`src/design/hcf_pkg.sv`:
```
`timescale 1ns / 1ps
// ----------------------------------------------------------------------------
// hcf_pkg
// shared types, constants and mod 26 helpers for the 2x2 hill cipher
// ----------------------------------------------------------------------------
package hcf_pkg;

	localparam int unsigned HCF_ALPHA      = 26;
	localparam int unsigned HCF_CASE_GAP   = 32;
	localparam int unsigned HCF_LOWER_A    = 97;
	localparam int unsigned HCF_UPPER_A    = 65;
	localparam int unsigned HCF_UPPER_Z    = 90;

	localparam int unsigned HCF_CFG_IDX_W  = 3;
	localparam int unsigned HCF_CFG_DATA_W = 5;
	localparam int unsigned HCF_MID_DEPTH  = 2;
	localparam int unsigned HCF_OUT_DEPTH  = 2;

	typedef enum logic [HCF_CFG_IDX_W-1:0] {
		REG_KEY_00       = 3'd0,
		REG_KEY_01       = 3'd1,
		REG_KEY_10       = 3'd2,
		REG_KEY_11       = 3'd3,
		REG_DECRYPT_MODE = 3'd4
	} cfg_reg_t;

	typedef struct packed {
		logic [7:0] char_in;
		logic       last_in;
	} in_word_t;

	typedef struct packed {
		logic [6:0] char_out;
		logic       last_out;
		logic       bad_char;
		logic       key_error;
	} out_word_t;

	// a letter pair handed from the front to the back
	typedef struct packed {
		logic [4:0] p0;
		logic [4:0] p1;
		logic       bad;
		logic       last;
	} pair_t;

	// both result words of one pair
	typedef struct packed {
		out_word_t w1;
		out_word_t w0;
	} out_pair_t;

	typedef struct packed {
		logic [4:0] k00;
		logic [4:0] k01;
		logic [4:0] k10;
		logic [4:0] k11;
		logic       decrypt;
	} key_cfg_t;

	// mod 26 of an 11 bit value by restoring subtraction of 26 * 2^k
	function automatic logic [4:0] mod26(input logic [10:0] x);
		logic [10:0] r;
		r = x;
		for (int k = 6; k >= 0; k--) begin
			if (r >= (11'(HCF_ALPHA) << k)) begin
				r = r - (11'(HCF_ALPHA) << k);
			end
		end
		return r[4:0];
	endfunction

	// key register values above 25 wrap once
	function automatic logic [4:0] reduce26(input logic [4:0] k);
		return (k >= 5'(HCF_ALPHA)) ? (k - 5'(HCF_ALPHA)) : k;
	endfunction

	// additive inverse mod 26
	function automatic logic [4:0] neg26(input logic [4:0] m);
		return (m == 5'd0) ? 5'd0 : (5'(HCF_ALPHA) - m);
	endfunction

	// multiplicative inverse mod 26, zero where none exists
	function automatic logic [4:0] inv26(input logic [4:0] d);
		logic [4:0] r;
		unique case (d)
			5'd1:    r = 5'd1;
			5'd3:    r = 5'd9;
			5'd5:    r = 5'd21;
			5'd7:    r = 5'd15;
			5'd9:    r = 5'd3;
			5'd11:   r = 5'd19;
			5'd15:   r = 5'd7;
			5'd17:   r = 5'd23;
			5'd19:   r = 5'd11;
			5'd21:   r = 5'd5;
			5'd23:   r = 5'd17;
			5'd25:   r = 5'd25;
			default: r = 5'd0;
		endcase
		return r;
	endfunction

	function automatic logic [9:0] mul5(input logic [4:0] a, input logic [4:0] b);
		return {5'd0, a} * {5'd0, b};
	endfunction

endpackage

```
`src/design/hcf_fifo.sv`:
```
`timescale 1ns / 1ps
// ----------------------------------------------------------------------------
// hcf_fifo
// small register queue with full and empty flags
// ----------------------------------------------------------------------------
module hcf_fifo #(
	parameter int unsigned WIDTH = 8,
	parameter int unsigned DEPTH = 2
) (
	input  logic             clk,
	input  logic             arst_n,
	input  logic             wr_en,
	input  logic [WIDTH-1:0] wr_data,
	output logic             full,
	input  logic             rd_en,
	output logic [WIDTH-1:0] rd_data,
	output logic             empty
);

	localparam int unsigned PTR_W = (DEPTH > 1) ? $clog2(DEPTH) : 1;
	localparam int unsigned CNT_W = $clog2(DEPTH + 1);

	logic [WIDTH-1:0] mem_q [DEPTH];
	logic [PTR_W-1:0] wr_ptr_q, rd_ptr_q;
	logic [CNT_W-1:0] count_q;
	logic             do_wr, do_rd;

	assign full    = (count_q == CNT_W'(DEPTH));
	assign empty   = (count_q == '0);
	assign do_wr   = wr_en && !full;
	assign do_rd   = rd_en && !empty;
	assign rd_data = mem_q[rd_ptr_q];

	function automatic logic [PTR_W-1:0] bump(input logic [PTR_W-1:0] p);
		return (p == PTR_W'(DEPTH - 1)) ? '0 : (p + PTR_W'(1));
	endfunction

	always_ff @(posedge clk or negedge arst_n) begin
		if (!arst_n) begin
			wr_ptr_q <= '0;
			rd_ptr_q <= '0;
			count_q  <= '0;
		end else begin
			if (do_wr) begin
				wr_ptr_q <= bump(wr_ptr_q);
			end
			if (do_rd) begin
				rd_ptr_q <= bump(rd_ptr_q);
			end
			if (do_wr && !do_rd) begin
				count_q <= count_q + CNT_W'(1);
			end else if (do_rd && !do_wr) begin
				count_q <= count_q - CNT_W'(1);
			end
		end
	end

	always_ff @(posedge clk) begin
		if (do_wr) begin
			mem_q[wr_ptr_q] <= wr_data;
		end
	end

`ifndef SYNTH
	a_count_bound: assert property (@(posedge clk) disable iff (!arst_n)
		count_q <= CNT_W'(DEPTH))
		else $error("queue fill above depth");

	a_wr_not_empty: assert property (@(posedge clk) disable iff (!arst_n)
		(do_wr && !do_rd) |=> !empty)
		else $error("queue empty after a lone write");

	a_rd_not_full: assert property (@(posedge clk) disable iff (!arst_n)
		(do_rd && !do_wr) |=> !full)
		else $error("queue full after a lone read");
`endif

endmodule

```
`src/design/hcf_front.sv`:
```
`timescale 1ns / 1ps
// ----------------------------------------------------------------------------
// hcf_front
// takes characters, folds case, classifies, and pairs letters up
// ----------------------------------------------------------------------------
module hcf_front
	import hcf_pkg::*;
(
	input  logic     clk,
	input  logic     arst_n,
	input  logic     push,
	output logic     full,
	input  in_word_t item,
	output logic     pair_wr,
	output pair_t    pair_word,
	input  logic     pair_full
);

	logic [4:0] held_letter_q;
	logic       held_valid_q;
	logic       held_bad_q;

	logic       accept;
	logic [7:0] folded;
	logic       is_letter;
	logic [4:0] letter;
	logic [7:0] offset;

	assign full   = pair_full;
	assign accept = push && !pair_full;

	always_comb begin
		folded = item.char_in;
		if (item.char_in >= 8'(HCF_UPPER_A) && item.char_in <= 8'(HCF_UPPER_Z)) begin
			folded = item.char_in + 8'(HCF_CASE_GAP);
		end
		is_letter = (folded >= 8'(HCF_LOWER_A)) && (folded < 8'(HCF_LOWER_A + HCF_ALPHA));
		offset    = folded - 8'(HCF_LOWER_A);
		// non-letters count as 'a'
		letter    = is_letter ? offset[4:0] : 5'd0;
	end

	always_comb begin
		pair_wr   = accept && (held_valid_q || item.last_in);
		pair_word = '0;
		if (held_valid_q) begin
			pair_word.p0   = held_letter_q;
			pair_word.p1   = letter;
			pair_word.bad  = held_bad_q || !is_letter;
			pair_word.last = item.last_in;
		end else begin
			// odd final letter, padded with 'a'
			pair_word.p0   = letter;
			pair_word.p1   = 5'd0;
			pair_word.bad  = !is_letter;
			pair_word.last = item.last_in;
		end
	end

	always_ff @(posedge clk or negedge arst_n) begin
		if (!arst_n) begin
			held_letter_q <= '0;
			held_valid_q  <= 1'b0;
			held_bad_q    <= 1'b0;
		end else if (accept) begin
			if (held_valid_q || item.last_in) begin
				held_letter_q <= '0;
				held_valid_q  <= 1'b0;
				held_bad_q    <= 1'b0;
			end else begin
				held_letter_q <= letter;
				held_valid_q  <= 1'b1;
				held_bad_q    <= !is_letter;
			end
		end
	end

endmodule

```
`src/design/hcf_back.sv`:
```
`timescale 1ns / 1ps
// ----------------------------------------------------------------------------
// hcf_back
// key inversion and pair product pipeline, result queue and word split
// ----------------------------------------------------------------------------
module hcf_back
	import hcf_pkg::*;
#(
	parameter int unsigned OUT_DEPTH = HCF_OUT_DEPTH
) (
	input  logic      clk,
	input  logic      arst_n,
	input  key_cfg_t  cfg,
	input  pair_t     pair_word,
	input  logic      pair_empty,
	output logic      pair_pop,
	output out_word_t result,
	output logic      empty,
	input  logic      pop
);

	logic advance;
	logic out_full, out_empty, out_rd;
	out_pair_t out_wr_data, out_rd_data;
	logic half_q;

	// stage 1: reduced key and determinant products
	logic       v_s1;
	pair_t      pair_s1;
	logic [4:0] m00_s1, m01_s1, m10_s1, m11_s1;
	logic [9:0] pa_s1, pb_s1;
	// stage 2: determinant and its inverse
	logic       v_s2;
	pair_t      pair_s2;
	logic [4:0] m00_s2, m01_s2, m10_s2, m11_s2;
	logic [4:0] dinv_s2;
	logic       kerr_s2;
	// stage 3: adjugate times inverse
	logic       v_s3;
	pair_t      pair_s3;
	logic [4:0] m00_s3, m01_s3, m10_s3, m11_s3;
	logic [9:0] c00_s3, c01_s3, c10_s3, c11_s3;
	logic       kerr_s3;
	// stage 4: working matrix
	logic       v_s4;
	pair_t      pair_s4;
	logic [4:0] w00_s4, w01_s4, w10_s4, w11_s4;
	logic       kerr_s4;
	// stage 5: row vector times matrix
	logic        v_s5;
	pair_t       pair_s5;
	logic [10:0] sum0_s5, sum1_s5;
	logic        kerr_s5;

	logic [4:0] k00, k01, k10, k11;
	logic [4:0] det;
	logic [4:0] r0, r1;

	assign advance  = !v_s5 || !out_full;
	assign pair_pop = advance && !pair_empty;

	assign k00 = reduce26(cfg.k00);
	assign k01 = reduce26(cfg.k01);
	assign k10 = reduce26(cfg.k10);
	assign k11 = reduce26(cfg.k11);
	assign det = mod26(11'(pa_s1) + 11'(HCF_ALPHA * HCF_ALPHA) - 11'(pb_s1));

	always_ff @(posedge clk or negedge arst_n) begin
		if (!arst_n) begin
			v_s1 <= 1'b0;
			v_s2 <= 1'b0;
			v_s3 <= 1'b0;
			v_s4 <= 1'b0;
			v_s5 <= 1'b0;
		end else if (advance) begin
			v_s1 <= !pair_empty;
			v_s2 <= v_s1;
			v_s3 <= v_s2;
			v_s4 <= v_s3;
			v_s5 <= v_s4;
		end
	end

	always_ff @(posedge clk) begin
		if (advance) begin
			pair_s1 <= pair_word;
			m00_s1  <= k00;
			m01_s1  <= k01;
			m10_s1  <= k10;
			m11_s1  <= k11;
			pa_s1   <= mul5(k00, k11);
			pb_s1   <= mul5(k01, k10);

			pair_s2 <= pair_s1;
			m00_s2  <= m00_s1;
			m01_s2  <= m01_s1;
			m10_s2  <= m10_s1;
			m11_s2  <= m11_s1;
			dinv_s2 <= inv26(det);
			kerr_s2 <= cfg.decrypt && (inv26(det) == 5'd0);

			pair_s3 <= pair_s2;
			m00_s3  <= m00_s2;
			m01_s3  <= m01_s2;
			m10_s3  <= m10_s2;
			m11_s3  <= m11_s2;
			c00_s3  <= mul5(m11_s2, dinv_s2);
			c01_s3  <= mul5(neg26(m01_s2), dinv_s2);
			c10_s3  <= mul5(neg26(m10_s2), dinv_s2);
			c11_s3  <= mul5(m00_s2, dinv_s2);
			kerr_s3 <= kerr_s2;

			pair_s4 <= pair_s3;
			w00_s4  <= cfg.decrypt ? mod26(11'(c00_s3)) : m00_s3;
			w01_s4  <= cfg.decrypt ? mod26(11'(c01_s3)) : m01_s3;
			w10_s4  <= cfg.decrypt ? mod26(11'(c10_s3)) : m10_s3;
			w11_s4  <= cfg.decrypt ? mod26(11'(c11_s3)) : m11_s3;
			kerr_s4 <= kerr_s3;

			pair_s5 <= pair_s4;
			sum0_s5 <= 11'(mul5(pair_s4.p0, w00_s4)) + 11'(mul5(pair_s4.p1, w10_s4));
			sum1_s5 <= 11'(mul5(pair_s4.p0, w01_s4)) + 11'(mul5(pair_s4.p1, w11_s4));
			kerr_s5 <= kerr_s4;
		end
	end

	// bad key forces both letters to 'a'
	assign r0 = kerr_s5 ? 5'd0 : mod26(sum0_s5);
	assign r1 = kerr_s5 ? 5'd0 : mod26(sum1_s5);

	always_comb begin
		out_wr_data.w0.char_out  = 7'(r0) + 7'(HCF_LOWER_A);
		out_wr_data.w0.last_out  = 1'b0;
		out_wr_data.w0.bad_char  = pair_s5.bad;
		out_wr_data.w0.key_error = kerr_s5;
		out_wr_data.w1.char_out  = 7'(r1) + 7'(HCF_LOWER_A);
		out_wr_data.w1.last_out  = pair_s5.last;
		out_wr_data.w1.bad_char  = pair_s5.bad;
		out_wr_data.w1.key_error = kerr_s5;
	end

	hcf_fifo #(
		.WIDTH ($bits(out_pair_t)),
		.DEPTH (OUT_DEPTH)
	) u_out_fifo (
		.clk     (clk),
		.arst_n  (arst_n),
		.wr_en   (v_s5),
		.wr_data (out_wr_data),
		.full    (out_full),
		.rd_en   (out_rd),
		.rd_data (out_rd_data),
		.empty   (out_empty)
	);

	// one queue entry holds both words of a pair
	assign empty  = out_empty;
	assign result = half_q ? out_rd_data.w1 : out_rd_data.w0;
	assign out_rd = pop && !out_empty && half_q;

	always_ff @(posedge clk or negedge arst_n) begin
		if (!arst_n) begin
			half_q <= 1'b0;
		end else if (pop && !out_empty) begin
			half_q <= !half_q;
		end
	end

`ifndef SYNTH
	a_half_has_entry: assert property (@(posedge clk) disable iff (!arst_n)
		half_q |-> !out_empty)
		else $error("second word pending with no queue entry");

	a_kerr_only_decrypt: assert property (@(posedge clk) disable iff (!arst_n)
		(v_s5 && kerr_s5) |-> cfg.decrypt)
		else $error("key error raised in encrypt mode");

	a_char_range: assert property (@(posedge clk) disable iff (!arst_n)
		!empty |-> (result.char_out >= 7'(HCF_LOWER_A)
			&& result.char_out < 7'(HCF_LOWER_A + HCF_ALPHA)))
		else $error("result letter out of range");

	a_stall_holds: assert property (@(posedge clk) disable iff (!arst_n)
		(v_s5 && out_full) |=> (v_s5 && $stable(sum0_s5) && $stable(sum1_s5)))
		else $error("last stage lost while result queue full");
`endif

endmodule

```
`src/design/hill_cipher_2x2_mod26.sv`:
```
`timescale 1ns / 1ps
// ----------------------------------------------------------------------------
// hill_cipher_2x2_mod26
// 2x2 hill cipher over the lower case alphabet, encrypt or decrypt
// ----------------------------------------------------------------------------
// usage
//   input queue: drive item and raise push; a word goes in at an edge with
//   push high and full low. one character per word, last_in on the final one.
//   result queue: while empty is low the oldest result word sits on result;
//   raise pop to take it. every letter pair gives two result words.
//   config: wr_en with wr_index / wr_data writes one key register in a cycle;
//   only write while nothing is in flight.
// throughput and pipeline
//   a closing letter's pair passes the pair queue, the five stage pair pipeline
//   and the result queue; its second word shows once the first is popped. one
//   character per cycle sustained while full is low, one result word per cycle
//   out while pop is held high and empty is low.
// reset
//   arst_n clears the held letter, the queues and the pipeline; the key comes
//   up as the identity matrix in encrypt mode.
// stalls
//   a held-off pop fills the result queue, then freezes the back end, then
//   the pair queue fills and full rises; nothing is dropped.
// ----------------------------------------------------------------------------
module hill_cipher_2x2_mod26
	import hcf_pkg::*;
#(
	parameter int unsigned MID_DEPTH = HCF_MID_DEPTH,
	parameter int unsigned OUT_DEPTH = HCF_OUT_DEPTH
) (
	input  logic                      clk,
	input  logic                      arst_n,
	// input word queue
	input  logic                      push,
	output logic                      full,
	input  in_word_t                  item,
	// result word queue
	output logic                      empty,
	input  logic                      pop,
	output out_word_t                 result,
	// key register writes
	input  logic                      wr_en,
	input  logic [HCF_CFG_IDX_W-1:0]  wr_index,
	input  logic [HCF_CFG_DATA_W-1:0] wr_data
);

	key_cfg_t cfg_q;

	// front to back pair queue
	logic  pair_wr, pair_full, pair_pop, pair_empty;
	pair_t pair_in, pair_out;

	// key registers, identity key after reset
	always_ff @(posedge clk or negedge arst_n) begin
		if (!arst_n) begin
			cfg_q.k00     <= 5'd1;
			cfg_q.k01     <= 5'd0;
			cfg_q.k10     <= 5'd0;
			cfg_q.k11     <= 5'd1;
			cfg_q.decrypt <= 1'b0;
		end else if (wr_en) begin
			unique case (cfg_reg_t'(wr_index))
				REG_KEY_00:       cfg_q.k00     <= wr_data;
				REG_KEY_01:       cfg_q.k01     <= wr_data;
				REG_KEY_10:       cfg_q.k10     <= wr_data;
				REG_KEY_11:       cfg_q.k11     <= wr_data;
				REG_DECRYPT_MODE: cfg_q.decrypt <= wr_data[0];
				default:          ;  // index beyond the register list
			endcase
		end
	end

	// front: fold, classify and pair letters
	hcf_front u_front (
		.clk       (clk),
		.arst_n    (arst_n),
		.push      (push),
		.full      (full),
		.item      (item),
		.pair_wr   (pair_wr),
		.pair_word (pair_in),
		.pair_full (pair_full)
	);

	// short queue so front and back stall on their own
	hcf_fifo #(
		.WIDTH ($bits(pair_t)),
		.DEPTH (MID_DEPTH)
	) u_pair_fifo (
		.clk     (clk),
		.arst_n  (arst_n),
		.wr_en   (pair_wr),
		.wr_data (pair_in),
		.full    (pair_full),
		.rd_en   (pair_pop),
		.rd_data (pair_out),
		.empty   (pair_empty)
	);

	// back: matrix maths and result words
	hcf_back #(
		.OUT_DEPTH (OUT_DEPTH)
	) u_back (
		.clk        (clk),
		.arst_n     (arst_n),
		.cfg        (cfg_q),
		.pair_word  (pair_out),
		.pair_empty (pair_empty),
		.pair_pop   (pair_pop),
		.result     (result),
		.empty      (empty),
		.pop        (pop)
	);

endmodule

```
`config.mk`:
```
export PLATFORM = sky130hd
export DESIGN_NAME = hill_cipher_2x2_mod26
export DESIGN_NICKNAME = d
export VERILOG_FILES = /design/src/design/hcf_pkg.sv /design/src/design/hcf_fifo.sv /design/src/design/hcf_front.sv /design/src/design/hcf_back.sv /design/src/design/hill_cipher_2x2_mod26.sv
export SDC_FILE = /design/constraint.sdc
export NUM_CORES = 1
export LEC_CHECK = 0
export BUFFER_PORTS_ARGS = -buffer_cell sky130_fd_sc_hd__buf_2
export CELL_PAD_IN_SITES_DETAIL_PLACEMENT = 1
export CELL_PAD_IN_SITES_GLOBAL_PLACEMENT = 1
export CORE_ASPECT_RATIO = 1.1
export CORE_UTILIZATION = 25
export CTS_CLUSTER_DIAMETER = 100
export DETAILED_ROUTE_END_ITERATION = 10
export PLACE_DENSITY_LB_ADDON = 0.1
export SKIP_CTS_REPAIR_TIMING = 1
export SLEW_MARGIN = 10
export SYNTH_ARGS = -nofsm -noshare
export SYNTH_HDL_FRONTEND = slang
export SYNTH_SLANG_ARGS = --single-unit
```
`constraint.sdc`:
```
create_clock -name clk -period 9.68 [get_ports clk]
set_input_delay 1.936 -clock clk [delete_from_list [all_inputs] [get_ports clk]]
set_output_delay 1.936 -clock clk [all_outputs]
set_load 0.05 [all_outputs]
```
**Yosys cells after proc, flatten, opt, wreduce, memory -nomap -nowiden**

Memories as Yosys holds them, arrays and structs flattened. A register that Yosys moved wholly into a read port is not among the register bits.
Index checks and enable logic that the tools add are counted.

- Equal/unequal tests: 6
- Order comparisons: 57
- Muxes and demuxes: 105
- Reductions and logical operators: 43
- $add $sub $neg: 71
- Multipliers: 10

Operators with widths:

| kind | number |
|---|---|
| two-way mux 11 bit | 66 |
| two-way mux 5 bit | 22 |
| multiplier 5 x 5 -> 10 bit | 10 |
| >= comparator 11 x 10 -> 1 bit (second input constant) | 7 |
| >= comparator 11 x 5 -> 1 bit (second input constant) | 7 |
| >= comparator 11 x 6 -> 1 bit (second input constant) | 7 |
| >= comparator 11 x 7 -> 1 bit (second input constant) | 7 |
| >= comparator 11 x 8 -> 1 bit (second input constant) | 7 |
| >= comparator 11 x 9 -> 1 bit (second input constant) | 7 |
| subtractor 11 x 10 -> 11 bit (second input constant) | 7 |
| subtractor 11 x 6 -> 11 bit (second input constant) | 7 |
| subtractor 11 x 7 -> 11 bit (second input constant) | 7 |
| subtractor 11 x 8 -> 11 bit (second input constant) | 7 |
| subtractor 11 x 9 -> 11 bit (second input constant) | 7 |
| subtractor 5 bit (second input constant) | 11 |
| >= comparator 10 x 11 -> 1 bit (second input constant) | 4 |
| subtractor 10 x 11 -> 11 bit (second input constant) | 4 |
| >= comparator 11 bit (second input constant) | 3 |
| subtractor 11 bit (second input constant) | 3 |
| adder 10 x 10 -> 11 bit | 2 |
| >= comparator 5 bit (second input constant) | 4 |
| >= comparator 8 x 7 -> 1 bit (second input constant) | 2 |
| logical AND 1 bit | 16 |
| logical NOT 5 bit | 3 |
| 26 further kinds | 65 |

- Memory bits (writable): 62
- Bits in read-only memories: 320
- Output and inout port bits: 12
- Bits of input ports: 22
- Flip-flop bits (word level): 246
- Memories kept: 4
- Word-level logic and storage cells: 358

Memories:

| name | depth | bits a word | read ports | clocked after Yosys merged registers in | write ports | line | text |
|---|---|---|---|---|---|---|---|
| (name not given) | 32 | 5 | 1 | 1 | 0 | hcf_pkg.sv:86 | `unique case (d)` |
| (name not given) | 32 | 5 | 1 | 0 | 0 | hcf_pkg.sv:86 |  |
| u_back.u_out_fifo.mem_q | 2 | 19 | 1 | 0 | 1 | hcf_fifo.sv:23 | `logic [WIDTH-1:0] mem_q [DEPTH];` |
| u_pair_fifo.mem_q | 2 | 12 | 1 | 1 | 1 | hcf_fifo.sv:23 |  |

**Depth between registers and ports, before layout**

Gate-level depths: netlist of run 1.

- Word-level depth: 22
- Depth in mapped cells: 48
- Gate-level depth less buffers: 47

**Cells and area by module**

Synthesis of run 1 repeated with hierarchy kept, for this count alone.

- Cell total of the unflattened synthesis: 3,110
- Area, all modules: 30,247.8 um^2

By module, submodules not included:

| module | seq. area each (um^2) | instances | cells an instance | area an instance (um^2) |
|---|---|---|---|---|
| hcf_back | 6,786.5 | 1 | 2,861 | 26,087.5 |
| hcf_fifo at u_back.u_out_fifo | 1,301.2 | 1 | 81 | 1,637.8 |
| hcf_fifo at u_pair_fifo | 820.8 | 1 | 56 | 1,099.8 |
| hill_cipher_2x2_mod26 | 528.0 | 1 | 47 | 834.6 |
| hcf_front | 175.2 | 1 | 65 | 588.1 |

**Worst setup path before layout of run 1**

OpenSTA, ideal clock, no wires.

- Path kind: register -> register
- Start: register u_back.sum0_s5[2]
- End: memory u_back.u_out_fifo.mem_q[0][8] (netlist bit) (data pin)
- Period minus slack after synthesis: 9,871 ps
- Path buffers: 1
- Data required time: 9,417 ps
- Path slack: -191 ps
- Library setup time: 263 ps
- Arrival time: 9,608 ps
- Stages on the path, launching flop included: 44
- Cells stage by stage: edfxtp_1 > or4_4 > o41ai_4 > xnor2_1 > inv_2 > ha_1 > inv_1 > o41ai_1 > inv_1 > a211oi_1 > o21ai_1 > nand2_1 > ha_1 > inv_1 > o31a_1 > or3_1 > and3_4 > o211a_1 > (+8 left out) > ha_1 > nor2b_1 > nor4b_1 > o31ai_2 > nor4_4 > xnor2_1 > ha_1 > nand3_1 > a211oi_2 > nor4_4 > xnor2_2 > ha_1 > inv_1 > a31oi_1 > o31a_1 > mux2_4 > or3b_4 > or2_1

RTL lines:

| item | line | text |
|---|---|---|
| start: declaration | hcf_back.sv:52 | `logic [10:0] sum0_s5, sum1_s5;` |
| start signal: assignment | hcf_back.sv:121 | `sum0_s5 <= 11'(mul5(pair_s4.p0, w00_s4)) + 11'(mul5(pair_s4.p1, w10_s4));` |
| end: declaration | hcf_fifo.sv:23 |  |

==> results.py, run 1 <==
metrics = {
    "global_route": {
        "grt_usage_pct": 12.6,
        "grt_max_degree": 175,
        "grt_overflow_total": 0,
        "antenna_found_initial": 0,
        "grt_pass1_wl_um": 121000,
        "grt_pass1_vias": 22800,
    },
    "synth": {
        "ys_seq_elements": 321,
        "synth.top_cell.area_share_pct": 29.1,
        "syn_inst": 2914,
        "synth.top_cells.by_count": "inv_1, edfxtp_1, ha_1, nand2_1, and2_1",
        "synth.area.top_cells": "edfxtp_1, ha_1, fa_1",
        "post_synth_num_cell_types": 120,
        "yosys.area.top_type": "edfxtp_1",
        "synth-edff-count": 279,
        "yosysWarnings": 0,
        "avgSynthCellArea_sq_um": 9.89,
        "synth_async_sr_flop_share_pct": 13.1,
        "synth_seq_area_share_pct": 32.7,
        "synthFlopType": "edfxtp_1",
        "yosysMostFrequentCell": "inv_1",
        "synth_nets": 3329,
        "synth_area_sq_mm": 0.0288,
    },
    "floorplan": {
        "io-pin-count": 34,
        "coreArea_sq_mm": 0.114,
        "die_x_um": 326,
        "die_height_um": 358,
        "die_area_sq_mm": 0.117,
        "core.rowCount": 130,
        "start_util_pct": 25.2,
    },
    "final_layout": {
        "drive_gt1_share_pct": 11.5,
        "diodes": 0,
        "nets": 3405,
        "area_growth_pct": 13.9,
        "final_area_sq_mm": 0.0328,
    },
    "flow_run": {
        "maxCapViolCount": 0,
    },
    "worst_setup_path": {
        "slowest_stage": "or4_4",
        "crit_family": "compound AO/OA/AOI/OAI gates",
        "cp_num_buf_inv": 7,
        "startpoint_type": "register",
        "cp.required_ns": 9.97,
        "worstPathMaxFanout": 5,
        "cpMostUsedCell": "inv_2",
        "crit_path_max_incr_delay_ns": 0.58,
        "cp-end-kind": "register",
        "cp.depth": 44,
        "reg2reg_depth": 44,
        "critical_path_class": "register to register",
        "worstPathArrival_ns": 9.73,
    },
    "sta": {
        "hold_ws_ns": 0.393,
        "fin_crit_sh_pct": 97.5,
        "min_period_ns": 9.44,
        "hold_viol": 0,
        "slew_headroom_pct": 22.9,
        "max_freq_mhz": 106,
        "rsz0062_at_grt": "yes",
        "finalMaxSlewViolations": 0,
        "tightest_slew_ns": 1.14,
        "fin_worst_skew_ns": 0.0285,
        "finalSetupViolCount": 0,
    },
    "routing": {
        "antenna_left": 0,
        "routed_wl_um": 74300,
        "via_per_inst": 4.76,
        "vias": 21600,
        "drc": 0,
        "dr.pass1.iters": 5,
        "wl_per_cell_um": 16.4,
        "drtIter0Drc": 747,
    },
    "placement": {
        "gp_congestion": 0.781,
        "io_buffers": 33,
        "place_area_sq_mm": 0.0310,
        "dp_hpwl_um": 57900,
    },
    "clock_network": {
        "insertion_delay_ns": 0.56,
        "cts_buffer_depth": 3,
        "clock-sinks": 321,
        "cts_buffers": 41,
        "cts_tree": "yes",
        "cts-htree-levels": 2,
        "cts.clk_slew.worst_paths_ns": 0.07,
        "ctsRootBufferMaster": "clkbuf_16",
    },
    "outcome": {
        "status": "complete, no violations",
    },
    "hold_path": {
        "whs_path_depth": 0,
        "min_path_type": "register to register",
    },
}
[state kept, by name (all words and copies together) (netlist names), 10 cells and up]
name                     cells
u_back.c00_s3               10
u_back.pair_s2              12
u_back.c10_s3               10
u_back.u_out_fifo.mem_q     34
u_pair_fifo.mem_q           24
u_back.pa_s1                10
u_back.pair_s4              12
u_back.pb_s1                10
cfg_q                       21
u_back.sum0_s5              11
u_back.sum1_s5              11
u_back.pair_s3              12
u_back.c01_s3               10
u_back.pair_s1              12
u_back.c11_s3               10
[through the flow]
stage / std cells / util (%) / setup WS (ns) / setup TNS, ns
6_report: 4540 / 28.7 / 0.245 / 0
5_1_grt: 4540 / 28.7 / -0.171 / -0.500
3_5_place_dp: 4447 / 27.1 / -0.129 / -0.374
4_1_cts: 4522 / 28.4 / -0.187 / -0.699
3_3_place_gp: 4447 / 27.1 / 0.0621 / 0
2_1_floorplan: 2914 / - / 0.0539 / 0
[cells by family after synthesis]
kind of cell    synth area share, %
fa+ha+maj                      20.2
compound gates                 16.1
xor+xnor                       5.64
simple gates                   15.2
buf+inv                        5.12
mux                            5.00
flops                          32.7
[cell type report]
cell class / instances / area, sq um
Fill cell: 13100 / 81400
Multi-Input combinational cell: 2205 / 18200
Sequential cell: 321 / 9430
Tap cell: 1518 / 1900
Inverter: 325 / 1220
Clock buffer: 55 / 1150
Timing Repair Buffer: 96 / 658
Clock inverter: 20 / 260
[metal layers]
layer  global-route usage, %  up-vias  wire length (um)
li1                        -    10600                 -
met1                    16.3    10800             35300
met3                    1.33       72              1260
met5                       0        -                 0
met4                    2.93        0              1370
met2                    22.3      118             36400
[cells in the final DEF, fill, tap and decap left out, types with 26 or more instances in the layout]
cell       synthesis  routed
inv_1            322     317
edfxtp_1         279     279
ha_1             276     269
nand2_1          224     224
and2_1           162     162
nor2_1           160     160
a21oi_1          131     129
xnor2_1          130     126
fa_1             117     117
o21ai_0          115     115
mux2_2            66      66
nand3_1           61      60
buf_4              3      60
nor3_1            55      55
xor2_1            50      50
mux2i_1           48      47
clkbuf_16          0      43
dfrtp_1           40      40
o21bai_1          34      34
o211ai_1          33      33
buf_2              6      33
o31ai_1           32      32
a21o_1            30      30
nor2b_1           30      29
a31oi_1           27      26
[worst paths after layout]
check,endpoint,slack (ns),start
min,u_back.kerr_s5,0.39,u_back.kerr_s4
min in group asynchronous,u_back.u_out_fifo.wr_ptr_q,1.46,arst_n
max in group asynchronous,cfg_q[10],7.74,arst_n
max reg2reg,u_back.u_out_fifo.mem_q[1][8],0.24,u_back.sum0_s5[3]
max,u_back.u_out_fifo.mem_q[1][8],0.24,u_back.sum0_s5[3]
min reg2reg,u_back.kerr_s5,0.39,u_back.kerr_s4
Power of run 1 is not shown: default switching activity piles up to over one toggle a cycle in this logic, so the estimate is an artifact.
==> inputs of run 2 (changes only) <==
--- a/config.mk
+++ b/config.mk
@@ -8,13 +8,11 @@
 export BUFFER_PORTS_ARGS = -buffer_cell sky130_fd_sc_hd__buf_2
 export CELL_PAD_IN_SITES_DETAIL_PLACEMENT = 1
 export CELL_PAD_IN_SITES_GLOBAL_PLACEMENT = 1
-export CORE_ASPECT_RATIO = 1.1
 export CORE_UTILIZATION = 25
 export CTS_CLUSTER_DIAMETER = 100
 export DETAILED_ROUTE_END_ITERATION = 10
 export PLACE_DENSITY_LB_ADDON = 0.1
 export SKIP_CTS_REPAIR_TIMING = 1
-export SLEW_MARGIN = 10
 export SYNTH_ARGS = -nofsm -noshare
 export SYNTH_HDL_FRONTEND = slang
 export SYNTH_SLANG_ARGS = --single-unit
==> run 2 against run 1 <==
Global-route usage rose by 0.16 points. Wire length fell by 0.11%. Clock-buffer cell count fell by 5. Die area barely moved.
==> results.py, run 2 (synthesized netlist as in run 1, its figures left out) <==
metrics = {
    "worst_setup_path": {
        "startpoint_type": "register",
        "worstPathMaxFanout": 7,
        "r2r_start": "u_back.sum0_s5[1]",
        "ff2ff_setup_slack_ns": 0.19,
        "cp-end-kind": "register",
        "reg2reg_depth": 44,
        "worstPathArrival_ns": 9.80,
        "crit_path_max_incr_delay_ns": 0.58,
        "reg2reg_to": "u_back.u_out_fifo.mem_q[1][8]",
        "slowest_stage": "or4_4",
        "critical_path_class": "register to register",
        "cp.required_ns": 9.99,
    },
    "sta": {
        "finalSetupViolCount": 0,
        "slew_headroom_pct": 26.9,
        "tightest_slew_ns": 1.10,
        "hold_ws_ns": 0.418,
        "fin_worst_skew_ns": 0.0212,
        "rsz0062_at_grt": "yes",
        "fin_crit_sh_pct": 98.1,
        "max_freq_mhz": 105,
        "min_period_ns": 9.49,
        "hold_viol": 0,
        "finalMaxSlewViolations": 0,
    },
    "floorplan": {
        "die_x_um": 341,
        "io-pin-count": 34,
        "core.rowCount": 124,
        "coreArea_sq_mm": 0.114,
        "start_util_pct": 25.2,
        "die_area_sq_mm": 0.117,
        "die_height_um": 341,
    },
    "hold_path": {
        "min_path_type": "register to register",
        "hold_end": "u_back.pair_s4[10]",
        "worstHoldStart": "u_back.pair_s3[10]",
        "whs_path_depth": 0,
    },
    "placement": {
        "io_buffers": 33,
        "gp_congestion": 0.776,
        "dp_hpwl_um": 57600,
        "place_area_sq_mm": 0.0310,
    },
    "clock_network": {
        "cts_tree": "yes",
        "cts-htree-levels": 2,
        "insertion_delay_ns": 0.58,
        "ctsRootBufferMaster": "clkbuf_16",
        "cts_buffers": 39,
        "clock-sinks": 321,
        "cts_buffer_depth": 3,
        "cts.clk_slew.worst_paths_ns": 0.06,
    },
    "final_layout": {
        "mostFrequentLayoutCell": "inv_1",
        "top_register": "u_back.u_out_fifo.mem_q",
        "nets": 3409,
        "drive_gt1_share_pct": 11.6,
        "final_area_sq_mm": 0.0327,
        "fill_cells": 13000,
        "final_cell_mix": "inv_1, edfxtp_1, ha_1",
        "reg_top3": "u_back.u_out_fifo.mem_q: 34 flops, u_pair_fifo.mem_q: 24 flops, cfg_q: 21 flops",
        "area_growth_pct": 13.5,
        "largest_reg_flops": 34,
    },
    "global_route": {
        "antenna_found_initial": 0,
        "grt_pass1_wl_um": 123000,
        "grt_pass1_vias": 22900,
        "grt_max_degree": 167,
        "grt_usage_pct": 12.7,
        "grt_overflow_total": 0,
    },
    "routing": {
        "wl_per_cell_um": 16.4,
        "drc": 0,
        "via_per_inst": 4.75,
        "vias": 21600,
        "antenna_left": 0,
        "routed_wl_um": 74200,
        "drtIter0Drc": 711,
        "dr.pass1.iters": 5,
    },
    "outcome": {
        "status": "complete, no violations",
    },
    "flow_run": {
        "maxCapViolCount": 0,
    },
}
run 2: layout make-up:
type                    count  area (sq um)  area share, %
diodes                      1          2.50        0.00765
flip-flops and latches    321          9430           28.8
clock buffers              50          1030           3.14
well taps                1512          1890           5.78
inverters                 325          1220           3.73
repair buffers            102           707           2.16
clock inverters            21           229          0.700
multi-input cells        2205         18200           55.6
run 2: worst max-delay path, delay by kind of cell, from the launching register on:
kind	cells	cell delay [ns]
AOI/OAI and AO/OA	11	2.67
xor gates and xnor gates	5	0.84
buffers and inverters	8	0.76
adders and majority gates	6	1.08
and+or+nand+nor	13	3.17
muxes	1	0.32
DFF	1	0.40
run 2: stage by stage:
step	util, %	instances	TNS [ns]	setup slack [ns]
2_1_floorplan	-	2914	0	0.0539
3_3_place_gp	27.1	4442	0	0.0704
3_5_place_dp	27.1	4442	-0.749	-0.223
4_1_cts	28.2	4513	-0.992	-0.284
5_1_grt	28.6	4536	-1.89	-0.346
6_report	28.6	4537	0	0.188
run 2: layer usage:
metal | up-vias | part of all wire (%) | GRT usage (%)
met5 | - | 0 | 0
met4 | 0 | 1.4 | 2.30
met3 | 64 | 1.6 | 1.19
met2 | 146 | 48 | 21.7
met1 | 10700 | 49 | 17.5
li1 | 10600 | - | -
run 2: worst max-delay path by stage:
stage,depth (start not counted),slack (ns),endpoint,from
final,44,0.19,u_back.u_out_fifo.mem_q[1][8],u_back.sum0_s5[1]
after global routing,45,-0.35,u_back.u_out_fifo.mem_q[1][8],u_back.sum0_s5[3]
after CTS,44,-0.28,u_back.u_out_fifo.mem_q[1][8],u_back.sum0_s5[2]
after detailed placement,44,-0.22,u_back.u_out_fifo.mem_q[0][8],u_back.sum0_s5[2]
after global placement,43,0.07,u_back.u_out_fifo.mem_q[0][8],u_back.sum0_s5[2]
after floorplan,43,0.05,u_back.u_out_fifo.mem_q[0][8],u_back.sum0_s5[2]
Power of run 2 is left out for the same reason.
